**src/rtl/core/skf_pkg.sv**
```systemverilog
`timescale 1ns / 1ps
`default_nettype none

package skf_pkg;

  localparam int W        = 48;
  localparam int OW       = 49;
  localparam int FRAC     = 24;
  localparam int ACC_W    = 52;
  localparam int HC_W     = 7;
  localparam int PC_W     = 7;
  localparam int DIV_STEPS = 72;

  typedef logic signed [OW-1:0] word_t;

  localparam word_t SMAX   = 49'sd140737488355327;
  localparam word_t SMIN   = -49'sd140737488355328;
  localparam word_t ONE    = 49'sd16777216;
  localparam word_t SVI    = 49'sd167772;
  localparam word_t UMAX48 = 49'sd281474976710655;

  localparam logic [HC_W-1:0] MAX_HITS = 7'd64;

  typedef enum logic [2:0] {
    CFG_REF_X       = 3'd0,
    CFG_REF_Y       = 3'd1,
    CFG_REF_SLOPE_X = 3'd2,
    CFG_REF_SLOPE_Y = 3'd3,
    CFG_SCATTER     = 3'd4
  } cfg_idx_t;

  typedef enum logic [3:0] {
    OP_MOV = 4'd0,
    OP_ADD = 4'd1,
    OP_SUB = 4'd2,
    OP_LD  = 4'd3,
    OP_LD2 = 4'd4,
    OP_FIN = 4'd5,
    OP_MUL = 4'd6,
    OP_DIV = 4'd7,
    OP_CHI = 4'd8,
    OP_END = 4'd9
  } op_t;

  // scratch slots live in the state memory; codes with bit 5 set are constants or inputs
  typedef enum logic [5:0] {
    R_X = 6'd0, R_Y = 6'd1, R_TX = 6'd2, R_TY = 6'd3,
    R_C00 = 6'd4, R_C10 = 6'd5, R_C11 = 6'd6, R_C20 = 6'd7, R_C21 = 6'd8,
    R_C22 = 6'd9, R_C30 = 6'd10, R_C31 = 6'd11, R_C32 = 6'd12, R_C33 = 6'd13,
    R_CZ = 6'd14, R_CHI = 6'd15, R_DZ = 6'd16, R_DZ2 = 6'd17,
    R_T0 = 6'd18, R_T1 = 6'd19, R_T2 = 6'd20,
    R_H0 = 6'd21, R_H1 = 6'd22, R_H2 = 6'd23, R_H3 = 6'd24,
    R_RES = 6'd25, R_RR = 6'd26,
    R_K0 = 6'd27, R_K1 = 6'd28, R_K2 = 6'd29, R_K3 = 6'd30, R_T3 = 6'd31,
    K_ZERO = 6'd32, K_ONE = 6'd33, K_SVI = 6'd34, K_HZ = 6'd35,
    K_CA = 6'd36, K_CB = 6'd37, K_CC = 6'd38, K_HW = 6'd39,
    K_RX = 6'd40, K_RY = 6'd41, K_RTX = 6'd42, K_RTY = 6'd43, K_NOISE = 6'd44
  } opnd_t;

  typedef struct packed {
    op_t   op;
    opnd_t a;
    opnd_t b;
    opnd_t d;
  } uop_t;

  localparam logic [PC_W-1:0] PC_INIT = 7'd0;
  localparam logic [PC_W-1:0] PC_MAIN = 7'd18;
  localparam logic [PC_W-1:0] PC_LAST = 7'd113;

  function automatic word_t sat_sum(input logic signed [ACC_W-1:0] v);
    word_t r;
    if (v > ACC_W'(SMAX)) r = SMAX;
    else if (v < ACC_W'(SMIN)) r = SMIN;
    else r = v[OW-1:0];
    return r;
  endfunction

  function automatic word_t signed_sat(input logic [72:0] q, input logic neg);
    word_t r;
    if (neg) begin
      if (q >= 73'h800000000000) r = SMIN;
      else r = -$signed({1'b0, q[W-1:0]});
    end else begin
      if (q > 73'h7FFFFFFFFFFF) r = SMAX;
      else r = $signed({1'b0, q[W-1:0]});
    end
    return r;
  endfunction

  function automatic uop_t ucode(input logic [PC_W-1:0] pc);
    uop_t u;
    case (pc)
      // first hit of a track: load the reference line
      7'd0:   u = '{OP_MUL, K_HZ,  K_RTX,  R_T0};
      7'd1:   u = '{OP_ADD, K_RX,  R_T0,   R_X};
      7'd2:   u = '{OP_MUL, K_HZ,  K_RTY,  R_T0};
      7'd3:   u = '{OP_ADD, K_RY,  R_T0,   R_Y};
      7'd4:   u = '{OP_MOV, K_RTX, K_ZERO, R_TX};
      7'd5:   u = '{OP_MOV, K_RTY, K_ZERO, R_TY};
      7'd6:   u = '{OP_MOV, K_ONE, K_ZERO, R_C00};
      7'd7:   u = '{OP_MOV, K_ZERO, K_ZERO, R_C10};
      7'd8:   u = '{OP_MOV, K_ONE, K_ZERO, R_C11};
      7'd9:   u = '{OP_MOV, K_ZERO, K_ZERO, R_C20};
      7'd10:  u = '{OP_MOV, K_ZERO, K_ZERO, R_C21};
      7'd11:  u = '{OP_MOV, K_SVI, K_ZERO, R_C22};
      7'd12:  u = '{OP_MOV, K_ZERO, K_ZERO, R_C30};
      7'd13:  u = '{OP_MOV, K_ZERO, K_ZERO, R_C31};
      7'd14:  u = '{OP_MOV, K_ZERO, K_ZERO, R_C32};
      7'd15:  u = '{OP_MOV, K_SVI, K_ZERO, R_C33};
      7'd16:  u = '{OP_MOV, K_HZ,  K_ZERO, R_CZ};
      7'd17:  u = '{OP_MOV, K_ZERO, K_ZERO, R_CHI};
      // propagate
      7'd18:  u = '{OP_SUB, K_HZ,  R_CZ,   R_DZ};
      7'd19:  u = '{OP_MUL, R_DZ,  R_DZ,   R_DZ2};
      7'd20:  u = '{OP_MUL, R_DZ,  R_TX,   R_T0};
      7'd21:  u = '{OP_ADD, R_X,   R_T0,   R_X};
      7'd22:  u = '{OP_MUL, R_DZ,  R_TY,   R_T0};
      7'd23:  u = '{OP_ADD, R_Y,   R_T0,   R_Y};
      7'd24:  u = '{OP_MOV, K_HZ,  K_ZERO, R_CZ};
      7'd25:  u = '{OP_MUL, R_DZ2, R_C22,  R_T0};
      7'd26:  u = '{OP_MUL, R_DZ,  R_C20,  R_T1};
      7'd27:  u = '{OP_LD2, R_T0,  R_T1,   R_T3};
      7'd28:  u = '{OP_FIN, R_C00, K_ZERO, R_C00};
      7'd29:  u = '{OP_MUL, R_DZ2, R_C32,  R_T0};
      7'd30:  u = '{OP_ADD, R_C30, R_C21,  R_T1};
      7'd31:  u = '{OP_MUL, R_DZ,  R_T1,   R_T1};
      7'd32:  u = '{OP_LD,  R_T0,  R_T1,   R_T3};
      7'd33:  u = '{OP_FIN, R_C10, K_ZERO, R_C10};
      7'd34:  u = '{OP_MUL, R_DZ,  R_C22,  R_T0};
      7'd35:  u = '{OP_ADD, R_C20, R_T0,   R_C20};
      7'd36:  u = '{OP_MUL, R_DZ,  R_C32,  R_T0};
      7'd37:  u = '{OP_ADD, R_C30, R_T0,   R_C30};
      7'd38:  u = '{OP_MUL, R_DZ2, R_C33,  R_T0};
      7'd39:  u = '{OP_MUL, R_DZ,  R_C31,  R_T1};
      7'd40:  u = '{OP_LD2, R_T0,  R_T1,   R_T3};
      7'd41:  u = '{OP_FIN, R_C11, K_ZERO, R_C11};
      7'd42:  u = '{OP_MUL, R_DZ,  R_C32,  R_T0};
      7'd43:  u = '{OP_ADD, R_C21, R_T0,   R_C21};
      7'd44:  u = '{OP_MUL, R_DZ,  R_C33,  R_T0};
      7'd45:  u = '{OP_ADD, R_C31, R_T0,   R_C31};
      // residual
      7'd46:  u = '{OP_MUL, K_CA,  R_X,    R_T0};
      7'd47:  u = '{OP_MUL, K_CB,  R_Y,    R_T1};
      7'd48:  u = '{OP_LD,  R_T0,  R_T1,   R_T3};
      7'd49:  u = '{OP_FIN, K_CC,  K_ZERO, R_RES};
      // C * H^T
      7'd50:  u = '{OP_MUL, R_C00, K_CA,   R_T0};
      7'd51:  u = '{OP_MUL, R_C10, K_CB,   R_T1};
      7'd52:  u = '{OP_ADD, R_T0,  R_T1,   R_H0};
      7'd53:  u = '{OP_MUL, R_C10, K_CA,   R_T0};
      7'd54:  u = '{OP_MUL, R_C11, K_CB,   R_T1};
      7'd55:  u = '{OP_ADD, R_T0,  R_T1,   R_H1};
      7'd56:  u = '{OP_MUL, R_C20, K_CA,   R_T0};
      7'd57:  u = '{OP_MUL, R_C21, K_CB,   R_T1};
      7'd58:  u = '{OP_ADD, R_T0,  R_T1,   R_H2};
      7'd59:  u = '{OP_MUL, R_C30, K_CA,   R_T0};
      7'd60:  u = '{OP_MUL, R_C31, K_CB,   R_T1};
      7'd61:  u = '{OP_ADD, R_T0,  R_T1,   R_H3};
      // innovation variance and chi2
      7'd62:  u = '{OP_DIV, K_ONE, K_HW,   R_T0};
      7'd63:  u = '{OP_MUL, K_CA,  R_H0,   R_T1};
      7'd64:  u = '{OP_MUL, K_CB,  R_H1,   R_T2};
      7'd65:  u = '{OP_LD,  R_T1,  R_T2,   R_T3};
      7'd66:  u = '{OP_FIN, R_T0,  K_ZERO, R_RR};
      7'd67:  u = '{OP_MUL, R_RES, R_RES,  R_T0};
      7'd68:  u = '{OP_DIV, R_T0,  R_RR,   R_T0};
      7'd69:  u = '{OP_CHI, R_CHI, R_T0,   R_CHI};
      // gain and state update
      7'd70:  u = '{OP_DIV, R_H0,  R_RR,   R_K0};
      7'd71:  u = '{OP_MUL, R_K0,  R_RES,  R_T0};
      7'd72:  u = '{OP_SUB, R_X,   R_T0,   R_X};
      7'd73:  u = '{OP_DIV, R_H1,  R_RR,   R_K1};
      7'd74:  u = '{OP_MUL, R_K1,  R_RES,  R_T0};
      7'd75:  u = '{OP_SUB, R_Y,   R_T0,   R_Y};
      7'd76:  u = '{OP_DIV, R_H2,  R_RR,   R_K2};
      7'd77:  u = '{OP_MUL, R_K2,  R_RES,  R_T0};
      7'd78:  u = '{OP_SUB, R_TX,  R_T0,   R_TX};
      7'd79:  u = '{OP_DIV, R_H3,  R_RR,   R_K3};
      7'd80:  u = '{OP_MUL, R_K3,  R_RES,  R_T0};
      7'd81:  u = '{OP_SUB, R_TY,  R_T0,   R_TY};
      // covariance update, lower triangle
      7'd82:  u = '{OP_MUL, R_K0,  R_H0,   R_T0};
      7'd83:  u = '{OP_SUB, R_C00, R_T0,   R_C00};
      7'd84:  u = '{OP_MUL, R_K1,  R_H0,   R_T0};
      7'd85:  u = '{OP_SUB, R_C10, R_T0,   R_C10};
      7'd86:  u = '{OP_MUL, R_K1,  R_H1,   R_T0};
      7'd87:  u = '{OP_SUB, R_C11, R_T0,   R_C11};
      7'd88:  u = '{OP_MUL, R_K2,  R_H0,   R_T0};
      7'd89:  u = '{OP_SUB, R_C20, R_T0,   R_C20};
      7'd90:  u = '{OP_MUL, R_K2,  R_H1,   R_T0};
      7'd91:  u = '{OP_SUB, R_C21, R_T0,   R_C21};
      7'd92:  u = '{OP_MUL, R_K2,  R_H2,   R_T0};
      7'd93:  u = '{OP_SUB, R_C22, R_T0,   R_C22};
      7'd94:  u = '{OP_MUL, R_K3,  R_H0,   R_T0};
      7'd95:  u = '{OP_SUB, R_C30, R_T0,   R_C30};
      7'd96:  u = '{OP_MUL, R_K3,  R_H1,   R_T0};
      7'd97:  u = '{OP_SUB, R_C31, R_T0,   R_C31};
      7'd98:  u = '{OP_MUL, R_K3,  R_H2,   R_T0};
      7'd99:  u = '{OP_SUB, R_C32, R_T0,   R_C32};
      7'd100: u = '{OP_MUL, R_K3,  R_H3,   R_T0};
      7'd101: u = '{OP_SUB, R_C33, R_T0,   R_C33};
      // scattering noise on the slope block
      7'd102: u = '{OP_MUL, K_RTX, K_RTX,  R_T0};
      7'd103: u = '{OP_ADD, K_ONE, R_T0,   R_T0};
      7'd104: u = '{OP_MUL, K_NOISE, R_T0, R_T0};
      7'd105: u = '{OP_ADD, R_C22, R_T0,   R_C22};
      7'd106: u = '{OP_MUL, K_RTY, K_RTY,  R_T0};
      7'd107: u = '{OP_ADD, K_ONE, R_T0,   R_T0};
      7'd108: u = '{OP_MUL, K_NOISE, R_T0, R_T0};
      7'd109: u = '{OP_ADD, R_C33, R_T0,   R_C33};
      7'd110: u = '{OP_MUL, K_NOISE, K_RTX, R_T0};
      7'd111: u = '{OP_MUL, R_T0,  K_RTY,  R_T0};
      7'd112: u = '{OP_ADD, R_C32, R_T0,   R_C32};
      default: u = '{OP_END, K_ZERO, K_ZERO, R_T3};
    endcase
    return u;
  endfunction

endpackage

`default_nettype wire

```
**src/rtl/core/skf_div.sv**
```systemverilog
`timescale 1ns / 1ps
`default_nettype none

module skf_div (
  input  wire logic          clk,
  input  wire logic          rst_n,
  input  wire logic          start,
  input  wire skf_pkg::word_t num,
  input  wire skf_pkg::word_t den,
  output logic               done,
  output skf_pkg::word_t     result
);
  import skf_pkg::*;

  logic [W-1:0]    ud_r;
  logic [W-1:0]    rem_r;
  logic [W-1:0]    q_r;
  logic [71:0]     dvd_r;
  logic            neg_r;
  logic            ovf_r;
  logic            busy_r;
  logic            rnd_r;
  logic            done_r;
  logic [6:0]      cnt_r;
  word_t           res_r;
  logic [W-1:0]    un;
  logic [W-1:0]    ud;
  logic [W:0]      trial;
  logic            ge;
  logic [W:0]      qq;

  always_comb begin
    un    = num[OW-1] ? W'(-num) : num[W-1:0];
    ud    = den[OW-1] ? W'(-den) : den[W-1:0];
    trial = {rem_r, dvd_r[71]};
    ge    = trial >= {1'b0, ud_r};
    qq    = {1'b0, q_r} + {{W{1'b0}}, (rem_r >= (ud_r - rem_r))};
  end

  always_ff @(posedge clk) begin
    if (!rst_n) begin
      busy_r <= 1'b0;
      rnd_r  <= 1'b0;
      done_r <= 1'b0;
      cnt_r  <= '0;
    end else begin
      done_r <= 1'b0;
      if (start) begin
        neg_r <= num[OW-1] ^ den[OW-1];
        ud_r  <= ud;
        dvd_r <= {un, 24'd0};
        rem_r <= '0;
        q_r   <= '0;
        ovf_r <= 1'b0;
        cnt_r <= '0;
        if (ud == '0) begin
          // divide by zero saturates by the quotient sign (numerator sign xor divisor sign); zero over zero gives zero
          if (un == '0) res_r <= '0;
          else res_r <= (num[OW-1] ^ den[OW-1]) ? SMIN : SMAX;
          done_r <= 1'b1;
        end else begin
          busy_r <= 1'b1;
        end
      end else if (busy_r) begin
        rem_r <= ge ? W'(trial - {1'b0, ud_r}) : trial[W-1:0];
        q_r   <= {q_r[W-2:0], ge};
        ovf_r <= ovf_r | q_r[W-1];
        dvd_r <= {dvd_r[70:0], 1'b0};
        cnt_r <= cnt_r + 7'd1;
        if (cnt_r == 7'(DIV_STEPS - 1)) begin
          busy_r <= 1'b0;
          rnd_r  <= 1'b1;
        end
      end else if (rnd_r) begin
        rnd_r  <= 1'b0;
        done_r <= 1'b1;
        if (ovf_r) res_r <= neg_r ? SMIN : SMAX;
        else res_r <= signed_sat({24'd0, qq}, neg_r);
      end
    end
  end

  assign done   = done_r;
  assign result = res_r;

endmodule

`default_nettype wire

```
**config.mk**
```make
export PLATFORM = sky130hd
export DESIGN_NAME = skf_div
export DESIGN_NICKNAME = d
export VERILOG_FILES = /design/src/rtl/core/skf_pkg.sv /design/src/rtl/core/skf_div.sv
export SDC_FILE = /design/constraint.sdc
export NUM_CORES = 1
export LEC_CHECK = 0
export BUFFER_PORTS_ARGS = -buffer_cell sky130_fd_sc_hd__buf_2
export CORE_MARGIN = 2
export CORE_UTILIZATION = 40
export DETAILED_ROUTE_END_ITERATION = 10
export GPL_TIMING_DRIVEN = 0
export PLACE_DENSITY = 0.58
export SYNTH_ARGS = -nofsm -noshare
export SYNTH_HDL_FRONTEND = slang
export SYNTH_SLANG_ARGS = --single-unit
```
**constraint.sdc**
```tcl
create_clock -name clk -period 8 [get_ports clk]
set_input_delay 0.8 -clock clk [delete_from_list [all_inputs] [get_ports clk]]
set_output_delay 0.8 -clock clk [all_outputs]
set_load 0.05 [all_outputs]
```
==> flow_metrics.env <==
export IMPL_outcome="finished clean"
export IMPL_clk_latency_ns=0.61
export IMPL_timing_final_max_slew_violations=0
export IMPL_finClkSkew_ns=0.0341
export IMPL_postSynthNetCount=2891
export IMPL_synth_top_area_cell="sky130_fd_sc_hd__edfxtp_1"
export IMPL_cts_clk_slew_worst_paths_ns=0.06
export IMPL_place_gp_congestion=0.943
export IMPL_cts_hold_fix_buffers=0
export IMPL_vias=21400
export IMPL_cts_htree_levels=1
export IMPL_core_um2=56200
export IMPL_globalRouteMet3Util=0.0227
export IMPL_start_util=0.404
export IMPL_synth_edff_count=243
export IMPL_cts_inserted_buffers=31
export IMPL_clock_fmax_mhz=129
export IMPL_flow_area_growth_from_synthesis_pct=19.2
export IMPL_via_per_inst=5.87
export IMPL_class_of_the_most_critical_hold_timing_path="input port to flop"
export IMPL_setup_worst_path_start_class="flop"
export IMPL_globalRouteOverflowTotal=0
export IMPL_yosys_warnings=0
export IMPL_synthFlopType="sky130_fd_sc_hd__edfxtp_1"
export IMPL_cts_sinks=253
export IMPL_critical_path_top_delay_family="compound AO/OA/AOI/OAI gates"
export IMPL_setup_tns_ns=0
export IMPL_worst_path_largest_cell_delay_ns=0.48
export IMPL_floorplan_rows=87
export IMPL_ys_ff_latch=253
export IMPL_cp_max_fo=8
export IMPL_postSynthCellCount=2638
export IMPL_fillCellCount=5503
export IMPL_layout_drive_gt1_share=0.154
export IMPL_worst_endpoint_arrival_ns=8.20
export IMPL_io_pin_count=151
export IMPL_pleak_nw=10.5
export IMPL_grt_setup_unrepaired="true"
export IMPL_final_routed_wire_length_divided_by_cell_count_um=20.5
export IMPL_clockRootBuffer="sky130_fd_sc_hd__clkbuf_16"
export IMPL_path_common_cell="sky130_fd_sc_hd__a21oi_1"
export IMPL_slowest_cell_on_the_critical_path="sky130_fd_sc_hd__o31ai_1"
export IMPL_synthArstFlopShare=0
export IMPL_post_layout_total_power_mw=5.03
export IMPL_grt_util_met2=0.414
export IMPL_antennaDiodeCount=0
export IMPL_switch_share=0.354
export IMPL_grt_met1_usage=0.329
export IMPL_detail_placement_hpwl_um=56600
export IMPL_synth_sequential_area_ratio=0.331
export IMPL_die_area_um2=58600
export IMPL_die_width_um=242
export IMPL_critical_path_required_ns=8.43
export IMPL_route_antenna_remaining_nets=0
export IMPL_drtIter0Drc=1544
export IMPL_ctsLongestPathBuffers=3
export IMPL_yosys_top_cells_count="sky130_fd_sc_hd__edfxtp_1, sky130_fd_sc_hd__a21oi_1, sky130_fd_sc_hd__nor2_1"
export IMPL_cts_tree="built"
export IMPL_synth_most_common_cell="sky130_fd_sc_hd__edfxtp_1"
export IMPL_max_cap_viols=0
export IMPL_syn_area_per_cell_um2=8.59
export IMPL_grt_pass1_vias=20600
export IMPL_switchingPower_mw=1.78
export IMPL_antenna_found_initial=0
export IMPL_cp_num_buf_inv=3
export IMPL_worst_ir_drop_vdd_uv=178
export IMPL_layout_min_cycle_time_ns=7.77
export IMPL_synthDistinctLibCells=85
export IMPL_grt_util_all_layers=0.243
export IMPL_detail_route_drc_violations=0
export IMPL_die_height_um=242
export IMPL_synth_top_cells_by_area="sky130_fd_sc_hd__edfxtp_1, sky130_fd_sc_hd__ha_1, sky130_fd_sc_hd__xnor2_1"
export IMPL_power_combinational_fraction=0.373
export IMPL_numPortBuffers=134
export IMPL_grt_start_max_net_pins=90
export IMPL_firstDrtPassIters=8
export IMPL_critPathKind="flop to flop"
export IMPL_power_density_nw_per_um2=186
export IMPL_wire_length_of_the_first_global_routing_pass_um=115000
export IMPL_grt_busiest_layer="met2"
export IMPL_slew_headroom=0.238
export IMPL_worst_setup_end_kind="flop"
export IMPL_wirelength_um=74600
export IMPL_synth_top_cell_area_share=0.322
export IMPL_final_net_count=3115
export IMPL_cell_internal_pwr_mw=3.25
export IMPL_tightest_slew_ns=1.13
export IMPL_post_route_period_util=0.972
export IMPL_hold_viol=0
export IMPL_netlist_area_pre_place_um2=22700
export IMPL_pwr_share_seq=0.331
export IMPL_p_clk_frac=0.296
export IMPL_setup_violations=0
[repair_timing]
action,4_1_cts,5_1_grt
gates resized for setup,107,113
setup endpoints to repair,49,49
cloned,0,2
buffers inserted,34,30
pin swaps,23,53
[final timing paths]
| check | from | endpoint | slack [ns] | depth (start not counted) |
|---|---|---|---|---|
| max | rem_r[1] | result[45] | 0.23 | 33 |
| max reg2reg | rem_r[1] | result[45] | 0.23 | 33 |
| min reg2reg | rnd_r | rnd_r | 0.49 | 2 |
| min | den[0] | ud_r[0] | 0.48 | 1 |
[power by group through the flow]
stage	clock [mW]	combinational, mW	sequential, mW
floorplan	0	1.26	1.65
global placement	0	1.67	1.70
detailed placement	0	1.69	1.69
CTS	1.53	1.76	1.67
global route	1.57	2.08	1.68
finish	1.49	1.87	1.67
[metrics by stage]
| stage | utilization | worst slack (ns) | cell area, um^2 | hold WS, ns | cells |
|---|---|---|---|---|---|
| after global placement | 0.432 | -2.82 | 24300 | 0.454 | 3528 |
| final | 0.481 | 0.227 | 27000 | 0.480 | 3642 |
| after global routing | 0.481 | -0.0888 | 27000 | 0.467 | 3642 |
| after detailed placement | 0.434 | -2.92 | 24400 | 0.485 | 3532 |
| after floorplan | - | 0.179 | 22700 | 0.440 | 2638 |
| after CTS | 0.467 | 0.0270 | 26200 | 0.444 | 3612 |
[cells in the final DEF, fill, tap and decap left out, types with 61 or more instances in the layout]
| cell type | Yosys | final |
|---|---|---|
| sky130_fd_sc_hd__nand2_1 | 192 | 188 |
| sky130_fd_sc_hd__a21oi_1 | 219 | 215 |
| sky130_fd_sc_hd__clkbuf_1 | 124 | 113 |
| sky130_fd_sc_hd__inv_1 | 164 | 162 |
| sky130_fd_sc_hd__nor2b_1 | 67 | 64 |
| sky130_fd_sc_hd__buf_4 | 1 | 62 |
| sky130_fd_sc_hd__o21ai_0 | 123 | 105 |
| sky130_fd_sc_hd__a21o_1 | 61 | 61 |
| sky130_fd_sc_hd__buf_2 | 8 | 141 |
| sky130_fd_sc_hd__xnor2_1 | 130 | 119 |
| sky130_fd_sc_hd__ha_1 | 150 | 139 |
| sky130_fd_sc_hd__xor2_1 | 116 | 108 |
| sky130_fd_sc_hd__nor2_1 | 205 | 199 |
| sky130_fd_sc_hd__nand3_1 | 87 | 82 |
| sky130_fd_sc_hd__edfxtp_1 | 243 | 243 |
[layout make-up]
class                   instances  area (um^2)  share of cell area
multi-input cells            2079        15100               0.558
flip-flops and latches        253         7500               0.278
repair buffers                204         1280              0.0475
well taps                     756          946              0.0350
clock buffers                  36          795              0.0294
inverters                     164          621              0.0230
plain buffers                 129          536              0.0198
clock inverters                21          272              0.0101
[cells by family after synthesis]
family          synth area share
xor+xnor                  0.0951
buf+inv                   0.0523
mux                       0.0257
simple gates               0.216
flops                      0.331
compound gates             0.196
fa+ha+maj                 0.0846
[sequential cells by signal (all words and copies together), names as in the netlist, 7 cells and up]
name    count
ud_r       48
cnt_r       7
rem_r      48
result     49
dvd_r      48
q_r        48
[worst register-to-register path, delay by kind of cell (launching register included)]
kind | cells | cell delay [ns]
compound gates | 15 | 2.99
flops | 1 | 0.44
mux | 1 | 0.38
xor+xnor | 2 | 0.42
buf+inv | 3 | 0.41
simple gates | 9 | 2.23
fa+ha+maj | 3 | 0.75
[routing by layer]
metal	part of all wire	wire, um	vias to the layer above
li1	-	-	10200
met1	0.44	33100	10400
met2	0.48	35600	652
met3	0.049	3620	135
met4	0.031	2280	0
met5	0	0	-
(Power assumes the default switching activity.)
